[config.mk]
export PLATFORM = sky130hd
export DESIGN_NAME = pixel_extremum_statistics
export DESIGN_NICKNAME = d
export VERILOG_FILES = /design/src/design/pes_pkg.sv /design/src/design/pes_front.sv /design/src/design/pes_queue.sv /design/src/design/pes_back.sv /design/src/design/pixel_extremum_statistics.sv
export SDC_FILE = /design/constraint.sdc
export NUM_CORES = 1
export LEC_CHECK = 0
export BUFFER_PORTS_ARGS = -buffer_cell sky130_fd_sc_hd__buf_2
export CORE_UTILIZATION = 28
export CTS_CLUSTER_DIAMETER = 150
export CTS_CLUSTER_SIZE = 16
export DETAILED_ROUTE_END_ITERATION = 10
export GPL_TIMING_DRIVEN = 0
export SLEW_MARGIN = 20
export SYNTH_ARGS = -nofsm -noshare
export SYNTH_HDL_FRONTEND = slang
export SYNTH_SLANG_ARGS = --single-unit
export TNS_END_PERCENT = 30
[constraint.sdc]
create_clock -name i_clk -period 103.6 [get_ports i_clk]
set_clock_uncertainty 0.15 [all_clocks]
set_input_delay 5.18 -clock i_clk [delete_from_list [all_inputs] [get_ports i_clk]]
set_output_delay 5.18 -clock i_clk [all_outputs]
set_load 0.02 [all_outputs]
[src/design/pes_pkg.sv]
package pes_pkg;

    localparam int CFG_W       = 13;
    localparam int COORD_W     = 12;
    localparam int VALUE_W     = 10;
    localparam int COLOR_W     = 8;
    localparam int NUM_KINDS   = 8;
    localparam int QUEUE_DEPTH = 4;
    localparam logic [CFG_W-1:0] WIDTH_RESET = 13'd640;

    typedef enum logic [2:0] {
        KIND_MAX_SUM = 3'd0,
        KIND_MIN_SUM = 3'd1,
        KIND_MAX_R   = 3'd2,
        KIND_MIN_R   = 3'd3,
        KIND_MAX_G   = 3'd4,
        KIND_MIN_G   = 3'd5,
        KIND_MAX_B   = 3'd6,
        KIND_MIN_B   = 3'd7
    } t_kind;

    // pixel word tagged with its raster position
    typedef struct packed {
        logic [COLOR_W-1:0] red;
        logic [COLOR_W-1:0] green;
        logic [COLOR_W-1:0] blue;
        logic [COORD_W-1:0] pos_x;
        logic [COORD_W-1:0] pos_y;
        logic               last;
    } t_pix;

    typedef struct packed {
        logic [COORD_W-1:0] pos_x;
        logic [COORD_W-1:0] pos_y;
        logic [VALUE_W-1:0] value;
        logic [COLOR_W-1:0] red;
        logic [COLOR_W-1:0] green;
        logic [COLOR_W-1:0] blue;
    } t_rec;

    function automatic logic [VALUE_W-1:0] kind_value(t_pix p, t_kind k);
        logic [VALUE_W-1:0] v;
        case (k)
            KIND_MAX_SUM, KIND_MIN_SUM:
                v = VALUE_W'(p.red) + VALUE_W'(p.green) + VALUE_W'(p.blue);
            KIND_MAX_R, KIND_MIN_R: v = VALUE_W'(p.red);
            KIND_MAX_G, KIND_MIN_G: v = VALUE_W'(p.green);
            KIND_MAX_B, KIND_MIN_B: v = VALUE_W'(p.blue);
            default:                v = '0;
        endcase
        return v;
    endfunction

    function automatic logic kind_is_max(t_kind k);
        logic m;
        case (k)
            KIND_MAX_SUM, KIND_MAX_R, KIND_MAX_G, KIND_MAX_B: m = 1'b1;
            default:                                          m = 1'b0;
        endcase
        return m;
    endfunction

    function automatic logic kind_has_color(t_kind k);
        logic c;
        case (k)
            KIND_MAX_SUM, KIND_MIN_SUM: c = 1'b1;
            default:                    c = 1'b0;
        endcase
        return c;
    endfunction

endpackage

[src/design/pes_front.sv]
module pes_front import pes_pkg::*; #(
    parameter int MAX_WIDTH  = 4096,
    parameter int MAX_HEIGHT = 4096
) (
    input  logic             i_clk,
    input  logic             i_rst_n,
    input  logic             i_valid,
    output logic             o_ready,
    input  logic [7:0]       i_red,
    input  logic [7:0]       i_green,
    input  logic [7:0]       i_blue,
    input  logic             i_last_pixel,
    input  logic             i_cfg_valid,
    input  logic [CFG_W-1:0] i_cfg_frame_width,
    input  logic             i_q_ready,
    output logic             o_q_valid,
    output t_pix             o_q_word
);

    localparam int CW   = (MAX_WIDTH > 1) ? $clog2(MAX_WIDTH) : 1;
    localparam int RW   = (MAX_HEIGHT > 1) ? $clog2(MAX_HEIGHT) : 1;
    localparam int CMPW = (CW + 1 > CFG_W) ? CW + 1 : CFG_W + 1;
    localparam logic [CMPW-1:0] WIDTH_LIMIT  = CMPW'(MAX_WIDTH);
    localparam logic [RW:0]     HEIGHT_LIMIT = (RW+1)'(MAX_HEIGHT);

    logic [CFG_W-1:0] r_width;
    logic [CW-1:0]    r_col, n_col;
    logic [RW-1:0]    r_row, n_row;
    logic [CMPW-1:0]  eff_width;
    logic [CMPW-1:0]  col_inc;
    logic [RW:0]      row_inc;
    logic             accept;

    assign o_ready   = i_q_ready;
    assign o_q_valid = i_valid;
    assign accept    = i_valid && i_q_ready;

    assign o_q_word.red   = i_red;
    assign o_q_word.green = i_green;
    assign o_q_word.blue  = i_blue;
    assign o_q_word.pos_x = COORD_W'(r_col);
    assign o_q_word.pos_y = COORD_W'(r_row);
    assign o_q_word.last  = i_last_pixel;

    // zero width acts as one, oversize clamps to the maximum
    always_comb begin
        eff_width = CMPW'(r_width);
        if (r_width == '0) begin
            eff_width = CMPW'(1);
        end else if (CMPW'(r_width) > WIDTH_LIMIT) begin
            eff_width = WIDTH_LIMIT;
        end
    end

    assign col_inc = CMPW'(r_col) + CMPW'(1);
    assign row_inc = (RW+1)'(r_row) + (RW+1)'(1);

    always_comb begin
        n_col = r_col;
        n_row = r_row;
        if (accept) begin
            if (i_last_pixel) begin
                n_col = '0;
                n_row = '0;
            end else if (col_inc >= eff_width) begin
                n_col = '0;
                n_row = (row_inc >= HEIGHT_LIMIT) ? '0 : row_inc[RW-1:0];
            end else begin
                n_col = col_inc[CW-1:0];
            end
        end
    end

    always_ff @(posedge i_clk) begin
        if (!i_rst_n) begin
            r_width <= WIDTH_RESET;
            r_col   <= '0;
            r_row   <= '0;
        end else begin
            if (i_cfg_valid) begin
                r_width <= i_cfg_frame_width;
            end
            r_col <= n_col;
            r_row <= n_row;
        end
    end

endmodule

[src/design/pes_queue.sv]
module pes_queue import pes_pkg::*; (
    input  logic i_clk,
    input  logic i_rst_n,
    input  logic i_valid,
    output logic o_ready,
    input  t_pix i_word,
    output logic o_valid,
    input  logic i_ready,
    output t_pix o_word
);

    localparam int PW = $clog2(QUEUE_DEPTH);

    t_pix          r_mem [QUEUE_DEPTH];
    logic [PW-1:0] r_wr_ptr;
    logic [PW-1:0] r_rd_ptr;
    logic [PW:0]   r_count;
    logic          push;
    logic          pop;

    assign o_ready = (r_count != (PW+1)'(QUEUE_DEPTH));
    assign o_valid = (r_count != '0);
    assign o_word  = r_mem[r_rd_ptr];
    assign push    = i_valid && o_ready;
    assign pop     = o_valid && i_ready;

    always_ff @(posedge i_clk) begin
        if (push) begin
            r_mem[r_wr_ptr] <= i_word;
        end
    end

    always_ff @(posedge i_clk) begin
        if (!i_rst_n) begin
            r_wr_ptr <= '0;
            r_rd_ptr <= '0;
            r_count  <= '0;
        end else begin
            if (push) begin
                r_wr_ptr <= r_wr_ptr + PW'(1);
            end
            if (pop) begin
                r_rd_ptr <= r_rd_ptr + PW'(1);
            end
            case ({push, pop})
                2'b10:   r_count <= r_count + (PW+1)'(1);
                2'b01:   r_count <= r_count - (PW+1)'(1);
                default: r_count <= r_count;
            endcase
        end
    end

endmodule

[src/design/pes_back.sv]
module pes_back import pes_pkg::*; (
    input  logic               i_clk,
    input  logic               i_rst_n,
    input  logic               i_q_valid,
    output logic               o_q_ready,
    input  t_pix               i_q_word,
    output logic               o_valid,
    input  logic               i_ready,
    output logic [2:0]         o_record_kind,
    output logic [COORD_W-1:0] o_pos_x,
    output logic [COORD_W-1:0] o_pos_y,
    output logic [VALUE_W-1:0] o_extreme_value,
    output logic [COLOR_W-1:0] o_pixel_red,
    output logic [COLOR_W-1:0] o_pixel_green,
    output logic [COLOR_W-1:0] o_pixel_blue,
    output logic               o_last_record
);

    t_rec  r_ext [NUM_KINDS];
    t_rec  n_ext [NUM_KINDS];
    t_rec  r_rpt [NUM_KINDS];
    t_rec  cur;
    logic  r_armed;
    logic  r_busy;
    t_kind r_idx;
    logic  out_fire;
    logic  rpt_done;
    logic  pop;

    assign out_fire = r_busy && i_ready;
    assign rpt_done = out_fire && (r_idx == KIND_MIN_B);
    // a frame end waits until the previous report has drained
    assign o_q_ready = !i_q_word.last || !r_busy || rpt_done;
    assign pop       = i_q_valid && o_q_ready;

    always_comb begin
        t_kind              kk;
        logic [VALUE_W-1:0] v;
        logic               take;
        kk   = KIND_MAX_SUM;
        v    = '0;
        take = 1'b0;
        for (int k = 0; k < NUM_KINDS; k++) begin
            kk   = t_kind'(3'(k));
            v    = kind_value(i_q_word, kk);
            take = !r_armed ||
                   (kind_is_max(kk) ? (v > r_ext[k].value) : (v < r_ext[k].value));
            n_ext[k] = r_ext[k];
            if (take) begin
                n_ext[k].pos_x = i_q_word.pos_x;
                n_ext[k].pos_y = i_q_word.pos_y;
                n_ext[k].value = v;
                n_ext[k].red   = kind_has_color(kk) ? i_q_word.red   : '0;
                n_ext[k].green = kind_has_color(kk) ? i_q_word.green : '0;
                n_ext[k].blue  = kind_has_color(kk) ? i_q_word.blue  : '0;
            end
        end
    end

    always_ff @(posedge i_clk) begin
        if (pop) begin
            for (int k = 0; k < NUM_KINDS; k++) begin
                r_ext[k] <= n_ext[k];
            end
            if (i_q_word.last) begin
                for (int k = 0; k < NUM_KINDS; k++) begin
                    r_rpt[k] <= n_ext[k];
                end
            end
        end
    end

    always_ff @(posedge i_clk) begin
        if (!i_rst_n) begin
            r_armed <= 1'b0;
            r_busy  <= 1'b0;
            r_idx   <= KIND_MAX_SUM;
        end else begin
            // a new frame end is taken while no report runs, or as the old report finishes
            if (pop && i_q_word.last) begin
                r_busy <= 1'b1;
                r_idx  <= KIND_MAX_SUM;
            end else if (out_fire) begin
                r_idx <= t_kind'(r_idx + 3'd1);
                if (rpt_done) begin
                    r_busy <= 1'b0;
                end
            end
            if (pop) begin
                r_armed <= !i_q_word.last;
            end
        end
    end

    assign cur             = r_rpt[r_idx];
    assign o_valid         = r_busy;
    assign o_record_kind   = r_idx;
    assign o_pos_x         = cur.pos_x;
    assign o_pos_y         = cur.pos_y;
    assign o_extreme_value = cur.value;
    assign o_pixel_red     = cur.red;
    assign o_pixel_green   = cur.green;
    assign o_pixel_blue    = cur.blue;
    assign o_last_record   = (r_idx == KIND_MIN_B);

endmodule

[src/design/pixel_extremum_statistics.sv]
// Min/max statistics over an RGB raster stream. Pixels are taken one per clock
// while the input queue has room; column and row come from the frame_width
// register (0 acts as 1, values above MAX_WIDTH clamp). For each frame the block
// tracks the max and min R+G+B sum (with the pixel's color) and the max and min
// of R, G and B, first occurrence winning. The word marked last_pixel closes the
// frame: eight records follow on the output, kinds 0..7 in order, one per clock
// while the sink is ready, with last_record on the eighth. Records leave from a
// report bank, so pixels of the next frame keep flowing at one per clock during
// the report; a frame end reaching the back end while the previous report is
// still draining waits there (and the 4-word queue behind it then fills).
// Write frame_width only while idle.
module pixel_extremum_statistics import pes_pkg::*; #(
    parameter int MAX_WIDTH  = 4096,
    parameter int MAX_HEIGHT = 4096
) (
    input  logic               i_clk,
    input  logic               i_rst_n,
    input  logic               i_valid,
    output logic               o_ready,
    input  logic [COLOR_W-1:0] i_red,
    input  logic [COLOR_W-1:0] i_green,
    input  logic [COLOR_W-1:0] i_blue,
    input  logic               i_last_pixel,
    input  logic               i_cfg_valid,
    output logic               o_cfg_ready,
    input  logic [CFG_W-1:0]   i_cfg_frame_width,
    output logic               o_valid,
    input  logic               i_ready,
    output logic [2:0]         o_record_kind,
    output logic [COORD_W-1:0] o_pos_x,
    output logic [COORD_W-1:0] o_pos_y,
    output logic [VALUE_W-1:0] o_extreme_value,
    output logic [COLOR_W-1:0] o_pixel_red,
    output logic [COLOR_W-1:0] o_pixel_green,
    output logic [COLOR_W-1:0] o_pixel_blue,
    output logic               o_last_record
);

    logic q_in_valid;
    logic q_in_ready;
    t_pix q_in_word;
    logic q_out_valid;
    logic q_out_ready;
    t_pix q_out_word;

    assign o_cfg_ready = 1'b1;

    pes_front #(
        .MAX_WIDTH  (MAX_WIDTH),
        .MAX_HEIGHT (MAX_HEIGHT)
    ) u_front (
        .i_clk             (i_clk),
        .i_rst_n           (i_rst_n),
        .i_valid           (i_valid),
        .o_ready           (o_ready),
        .i_red             (i_red),
        .i_green           (i_green),
        .i_blue            (i_blue),
        .i_last_pixel      (i_last_pixel),
        .i_cfg_valid       (i_cfg_valid),
        .i_cfg_frame_width (i_cfg_frame_width),
        .i_q_ready         (q_in_ready),
        .o_q_valid         (q_in_valid),
        .o_q_word          (q_in_word)
    );

    pes_queue u_queue (
        .i_clk   (i_clk),
        .i_rst_n (i_rst_n),
        .i_valid (q_in_valid),
        .o_ready (q_in_ready),
        .i_word  (q_in_word),
        .o_valid (q_out_valid),
        .i_ready (q_out_ready),
        .o_word  (q_out_word)
    );

    pes_back u_back (
        .i_clk           (i_clk),
        .i_rst_n         (i_rst_n),
        .i_q_valid       (q_out_valid),
        .o_q_ready       (q_out_ready),
        .i_q_word        (q_out_word),
        .o_valid         (o_valid),
        .i_ready         (i_ready),
        .o_record_kind   (o_record_kind),
        .o_pos_x         (o_pos_x),
        .o_pos_y         (o_pos_y),
        .o_extreme_value (o_extreme_value),
        .o_pixel_red     (o_pixel_red),
        .o_pixel_green   (o_pixel_green),
        .o_pixel_blue    (o_pixel_blue),
        .o_last_record   (o_last_record)
    );

endmodule
# --- After elaboration in Yosys (flattened, before gate mapping) ---
# Memory sizes are Yosys's and may differ from the RTL's. A register that Yosys moved wholly into a read port is not among the register bits.
# Cells that the tools add are included.
# Widths: inputs -> output; s select.
totals:
  ff_bits: 49
  latchBits: 0
  ramBits: 1124
  romBits: 0
  in_bits: 43
  out_inout_bits: 65
  elab_cells: 126
  memories: 3
mem_list:
  columns: ["name", "words", "width", "rd", "rd_clocked_by_memory_dff", "write_ports", "line_no", "rtl"]
  rows:
  - ["u_back.r_ext", 8, 58, 8, 0, 8, "pes_back.sv:19", "t_rec r_ext [NUM_KINDS];"]
  - ["u_back.r_rpt", 8, 58, 1, 1, 8, "pes_back.sv:21", "t_rec r_rpt [NUM_KINDS];"]
  - ["u_queue.r_mem", 4, 49, 1, 1, 1, "pes_queue.sv:14", "t_pix r_mem [QUEUE_DEPTH];"]
classes:
  addsub: 9
  n_mul: 0
  n_div: 0
  magnitude_cmp: 11
  n_eq_ne: 4
  shifts: 0
  mux: 62
  n_bitwise: 1
  reduce_logical: 27
ops:
  columns: ["op", "count"]
  rows:
  - ["$mux 58", 8]
  - ["$mux 8", 24]
  - ["$mux 12", 5]
  - ["$gt 8x10->1", 3]
  - ["$lt 8x10->1", 3]
  - ["$add 12x1->13 const B", 2]
  - ["$mux 1", 18]
  - ["$ge 14x14->1", 1]
  - ["$mux 14", 1]
  - ["$ge 13x13->1 const B", 1]
  - ["$gt 13x13->1 const B", 1]
  - ["$logic_not 13->1", 1]
  - ["$mux 13", 1]
  - ["$add 10x8->10", 1]
  - ["$gt 10x10->1", 1]
  - ["$logic_or 1x1->1", 10]
  - ["$lt 10x10->1", 1]
  - ["$add 8x8->9", 1]
  - ["$reduce_bool 2->1", 4]
  - ["$add 3x1->3 const B", 2]
  - ["$mux 3", 2]
  - ["$pmux 3 s2", 1]
  - ["$logic_and 1x1->1", 5]
  - ["$add 2x1->2 const B", 2]
  - ["11 further kinds", 15]

# --- Longest topological paths before layout ---
depth:
  depth_word: 7
  ltp_mapped: 28
  ltp_nobuf: 24

# --- Cells and area by module ---
# From an unflattened synthesis, not the netlist that was laid out.
unflattened:
  cells_unflattened: 2567
  hier_area_um2: 48465.2
by_module_without_submodules:
  columns: ["module", "n_inst", "cells_per_inst", "area_each_um2", "seq_area_each_um2"]
  rows:
  - ["pes_back", 1, 1972, 38496.9, 28026.9]
  - ["pes_queue", 1, 308, 7573.5, 6065.8]
  - ["pes_front", 1, 285, 2383.5, 740.7]
  - ["pixel_extremum_statistics", 1, 2, 11.3, 0.0]

# --- Least setup slack after synthesis ---
# Ideal clock, no wire load.
synth_path:
  path_kind: "input to register"
  startpoint: "in i_ready"
  endpoint: "reg u_back.r_armed"
  setup_time_ns: 0.162
  t_arrival_ns: 41.021
  required_ns: 103.288
  slack_ns: 62.267
  cell_stages: 4
  path_buffers: 0
  path_cell_list: "a21boi_0 nor3b_1 nand2b_1 nor2_1"
synth_via:
  elab_chain_cells: 4
synth_rtl:
  columns: ["element", "line_no", "rtl"]
  rows:
  - ["start, declared", "pixel_extremum_statistics.sv:28", "input logic i_ready,"]
  - ["$logic_and 1x1->1", "pes_back.sv:30", "assign out_fire = r_busy && i_ready;"]
  - ["$logic_and 1x1->1", "pes_back.sv:31", "assign rpt_done = out_fire && (r_idx == KIND_MIN_B);"]
  - ["$logic_or 1x1->1", "pes_back.sv:33", "assign o_q_ready = !i_q_word.last || !r_busy || rpt_done;"]
  - ["$logic_and 1x1->1", "pes_back.sv:34", "assign pop = i_q_valid && o_q_ready;"]
  - ["end signal, assigned", "pes_back.sv:90", "r_armed <= !i_q_word.last;"]
  - ["end, declared", "pes_back.sv:23", "logic r_armed;"]
# Every way passes these cells.
# A chain may end at the register's enable or synchronous reset.

==> reports/results.ini <==
[min_path]
hold_class=reg -> reg
hold_depth=2

[floorplanning]
dieArea_um2=174000
core_um2=170000
start_util=0.283
fp-row-count=151
die_w_um=417
io_pins=108
die_y_um=417

[layout]
drive_gt1_frac=0.289
final_common_cell=edfxtp_1
nNetsFinal=3032
stdcell_area_um2=55300
n_antenna_cell=0
layout_common_cells=1124 x edfxtp_1, 338 x mux2_2, 162 x mux4_2, 158 x and2_1, 135 x buf_2
syn_to_final_growth_pct=14.8
finalNonFillerCells=5217
nFillCells=16291

[route]
drt_iter0_drc=1926
vias=23473
drt-total-wl_mm=107
ant_nets=0
drtPass1Iterations=6
wire_per_inst_um=20.5
drt-vias-per-instance=4.50
drc=0

[critical_path]
cp_max_fo=10
start_kind=flip-flop
worstPathArrival_ns=4.10
reg2reg_depth=26
crit_path_end_kind=output port
crit_path_top_delay_cell=clkbuf_1
cpMostUsedCell=clkbuf_1
cp-endpoint=o_pos_x[9]
cp_cell_sequence=clkbuf_1 -> clkbuf_1 -> clkbuf_1 -> mux4_2 -> mux2_2 -> buf_2
slowest_delay_ns=0.76
r2r_setup_slack_ns=95.18
cp_data_required_time_ns=98.27
path_class=reg -> out
r2r_end=u_back.r_rpt[1][0]$_DFFE_PP_

[timing]
maxSlewHeadroom=0.318
fin_ws_ns=94.17
rsz0062_at_grt=no
fmax_ghz=0.106
setup_violations=0
slew_violations=0
fin_crit_ns=9.43
setup-tns-final_ns=0
finalHoldViolCount=0
period_share=0.0911
tightest_slew_ns=1.02

[yosys]
yosys_warnings=0
synth_cells=2592
synth_edf_count=1124
yosysSeqAreaShare=0.723
ys_ff_latch=1178
syn_area_um2=48200
async_flop_share=0
yosysUniqueCellTypes=66
synth_ff_type=edfxtp_1
synth_area_per_cell_um2=18.6

[placement]
dpl.hpwl_mm=74.3
dp_slack_ns=94.66
placed_cell_area_um2=53000
place_inst=5094
io_buffers=105
gp_congestion=0.793

[grt]
grt_use_met2=0.206
busiest_layer=met2
grt.met1_usage=0.163
grt_pass1_vias=24123
use_met3=0.0162
grt_use_total=0.122
grt_overflow=0
grt_max_degree=33
grt_pass1_wl_mm=160
antenna_found_initial=20

[run]
drv_cap=0

[clock_network]
cts_tree=yes
cts_buffer_depth=3
clock_latency_ns=0.71
clkSlewWorstSetupHoldPaths_ns=0.07
cts_buffers=83
cts_hold_buf=0
post-cts-setup-buffers=0
postCtsResizedCells=0
cts_max_level=3
clockRootBuffer=clkbuf_16
clock_sinks=1178

[run_status]
status=finished, final reports clean

-- state kept, by name (all words and copies together), names as in the netlist, named ones only --
register	count
u_back.r_rpt	464
u_queue.r_wr_ptr	2
u_queue.r_mem	196
u_queue.r_rd_ptr	2
u_front.r_col	12
u_queue.r_count	3
u_front.r_width	13
u_front.r_row	12
u_back.r_armed	1
u_back.r_ext	464
u_back.o_record_kind	3
u_back.o_valid	1
-- layer usage --
metal  wire length (um)  up-vias
met1              47700    12173
li1                   -    10742
met2              52600      405
met5                 60        -
met3               3790      143
met4               2640       10
-- through the flow --
step,hold slack [ns],utilization
6_report,0.349,0.325
5_1_grt,0.375,0.325
2_1_floorplan,0.316,-
4_1_cts,0.356,0.325
3_3_place_gp,0.339,0.303
3_5_place_dp,0.346,0.311
-- logic make-up (layout without fill, tap and decap cells) --
kind of cell,count (synthesis),count (layout),share of synthesized area
AO/OA/AOI/OAI,183,183,0.0244
XOR/XNOR,27,27,0.00491
adder cells (fa/ha/maj),105,105,0.0277
buffers and inverters,198,517,0.0166
flip-flops,1178,1178,0.723
multiplexers,522,522,0.159
other,2,13,0.000156
AND/OR/NAND/NOR,377,377,0.0443
-- Yosys cell counts (all sizes together), types with 10 or more instances --
| master | count | area share |
|---|---|---|
| a21o | 13 | 0.0020 |
| a21oi | 36 | 0.0037 |
| a31oi | 11 | 0.0018 |
| and2 | 159 | 0.021 |
| and3 | 13 | 0.0017 |
| buf | 44 | 0.0045 |
| clkbuf | 65 | 0.0051 |
| dfxtp | 54 | 0.022 |
| edfxtp | 1124 | 0.70 |
| ha | 102 | 0.026 |
| inv | 89 | 0.0070 |
| mux2 | 338 | 0.079 |
| mux2i | 22 | 0.0046 |
| mux4 | 162 | 0.076 |
| nand2 | 67 | 0.0052 |
| nand3 | 24 | 0.0028 |
| nand4 | 10 | 0.0013 |
| nor2 | 28 | 0.0022 |
| nor2b | 20 | 0.0026 |
| nor3 | 12 | 0.0012 |
| o211ai | 10 | 0.0016 |
| o21ai | 59 | 0.0061 |
| xnor2 | 14 | 0.0025 |
| xor2 | 13 | 0.0024 |
-- area by class of cell --
type	instances	area [um^2]	share of cell area
Sequential cell	1178	34800	0.630
Multi-Input combinational cell	1227	12600	0.229
Tap cell	2295	2870	0.0519
Clock buffer	117	2250	0.0406
Timing Repair Buffer	196	1820	0.0329
Buffer	109	465	0.00842
Inverter	89	337	0.00609
Clock inverter	6	95.1	0.00172
-- worst min-delay path by stage --
stage	startpoint	endpoint	slack, ns
6_report	u_back.o_record_kind[2]$_SDFFE_PP0P_	u_back.o_record_kind[2]$_SDFFE_PP0P_	0.35
5_1_grt	u_back.o_record_kind[2]$_SDFFE_PP0P_	u_back.o_record_kind[2]$_SDFFE_PP0P_	0.38
4_1_cts	u_back.o_record_kind[2]$_SDFFE_PP0P_	u_back.o_record_kind[2]$_SDFFE_PP0P_	0.36
3_5_place_dp	u_back.o_record_kind[2]$_SDFFE_PP0P_	u_back.o_record_kind[2]$_SDFFE_PP0P_	0.35
3_3_place_gp	u_back.o_record_kind[2]$_SDFFE_PP0P_	u_back.o_record_kind[2]$_SDFFE_PP0P_	0.34
2_1_floorplan	u_front.r_width[9]$_SDFFE_PN1P_	u_front.r_width[9]$_SDFFE_PN1P_	0.32
-- worst max-delay path: cells and delay by family (launching register included) --
family	cells	cell delay (ns)
DFF	1	0.31
muxes	2	0.75
buffers and inverters	4	2.32
Power is left out: the tool's default activity adds up to more than one toggle a clock period on the data nets, which glitch-free logic cannot reach.
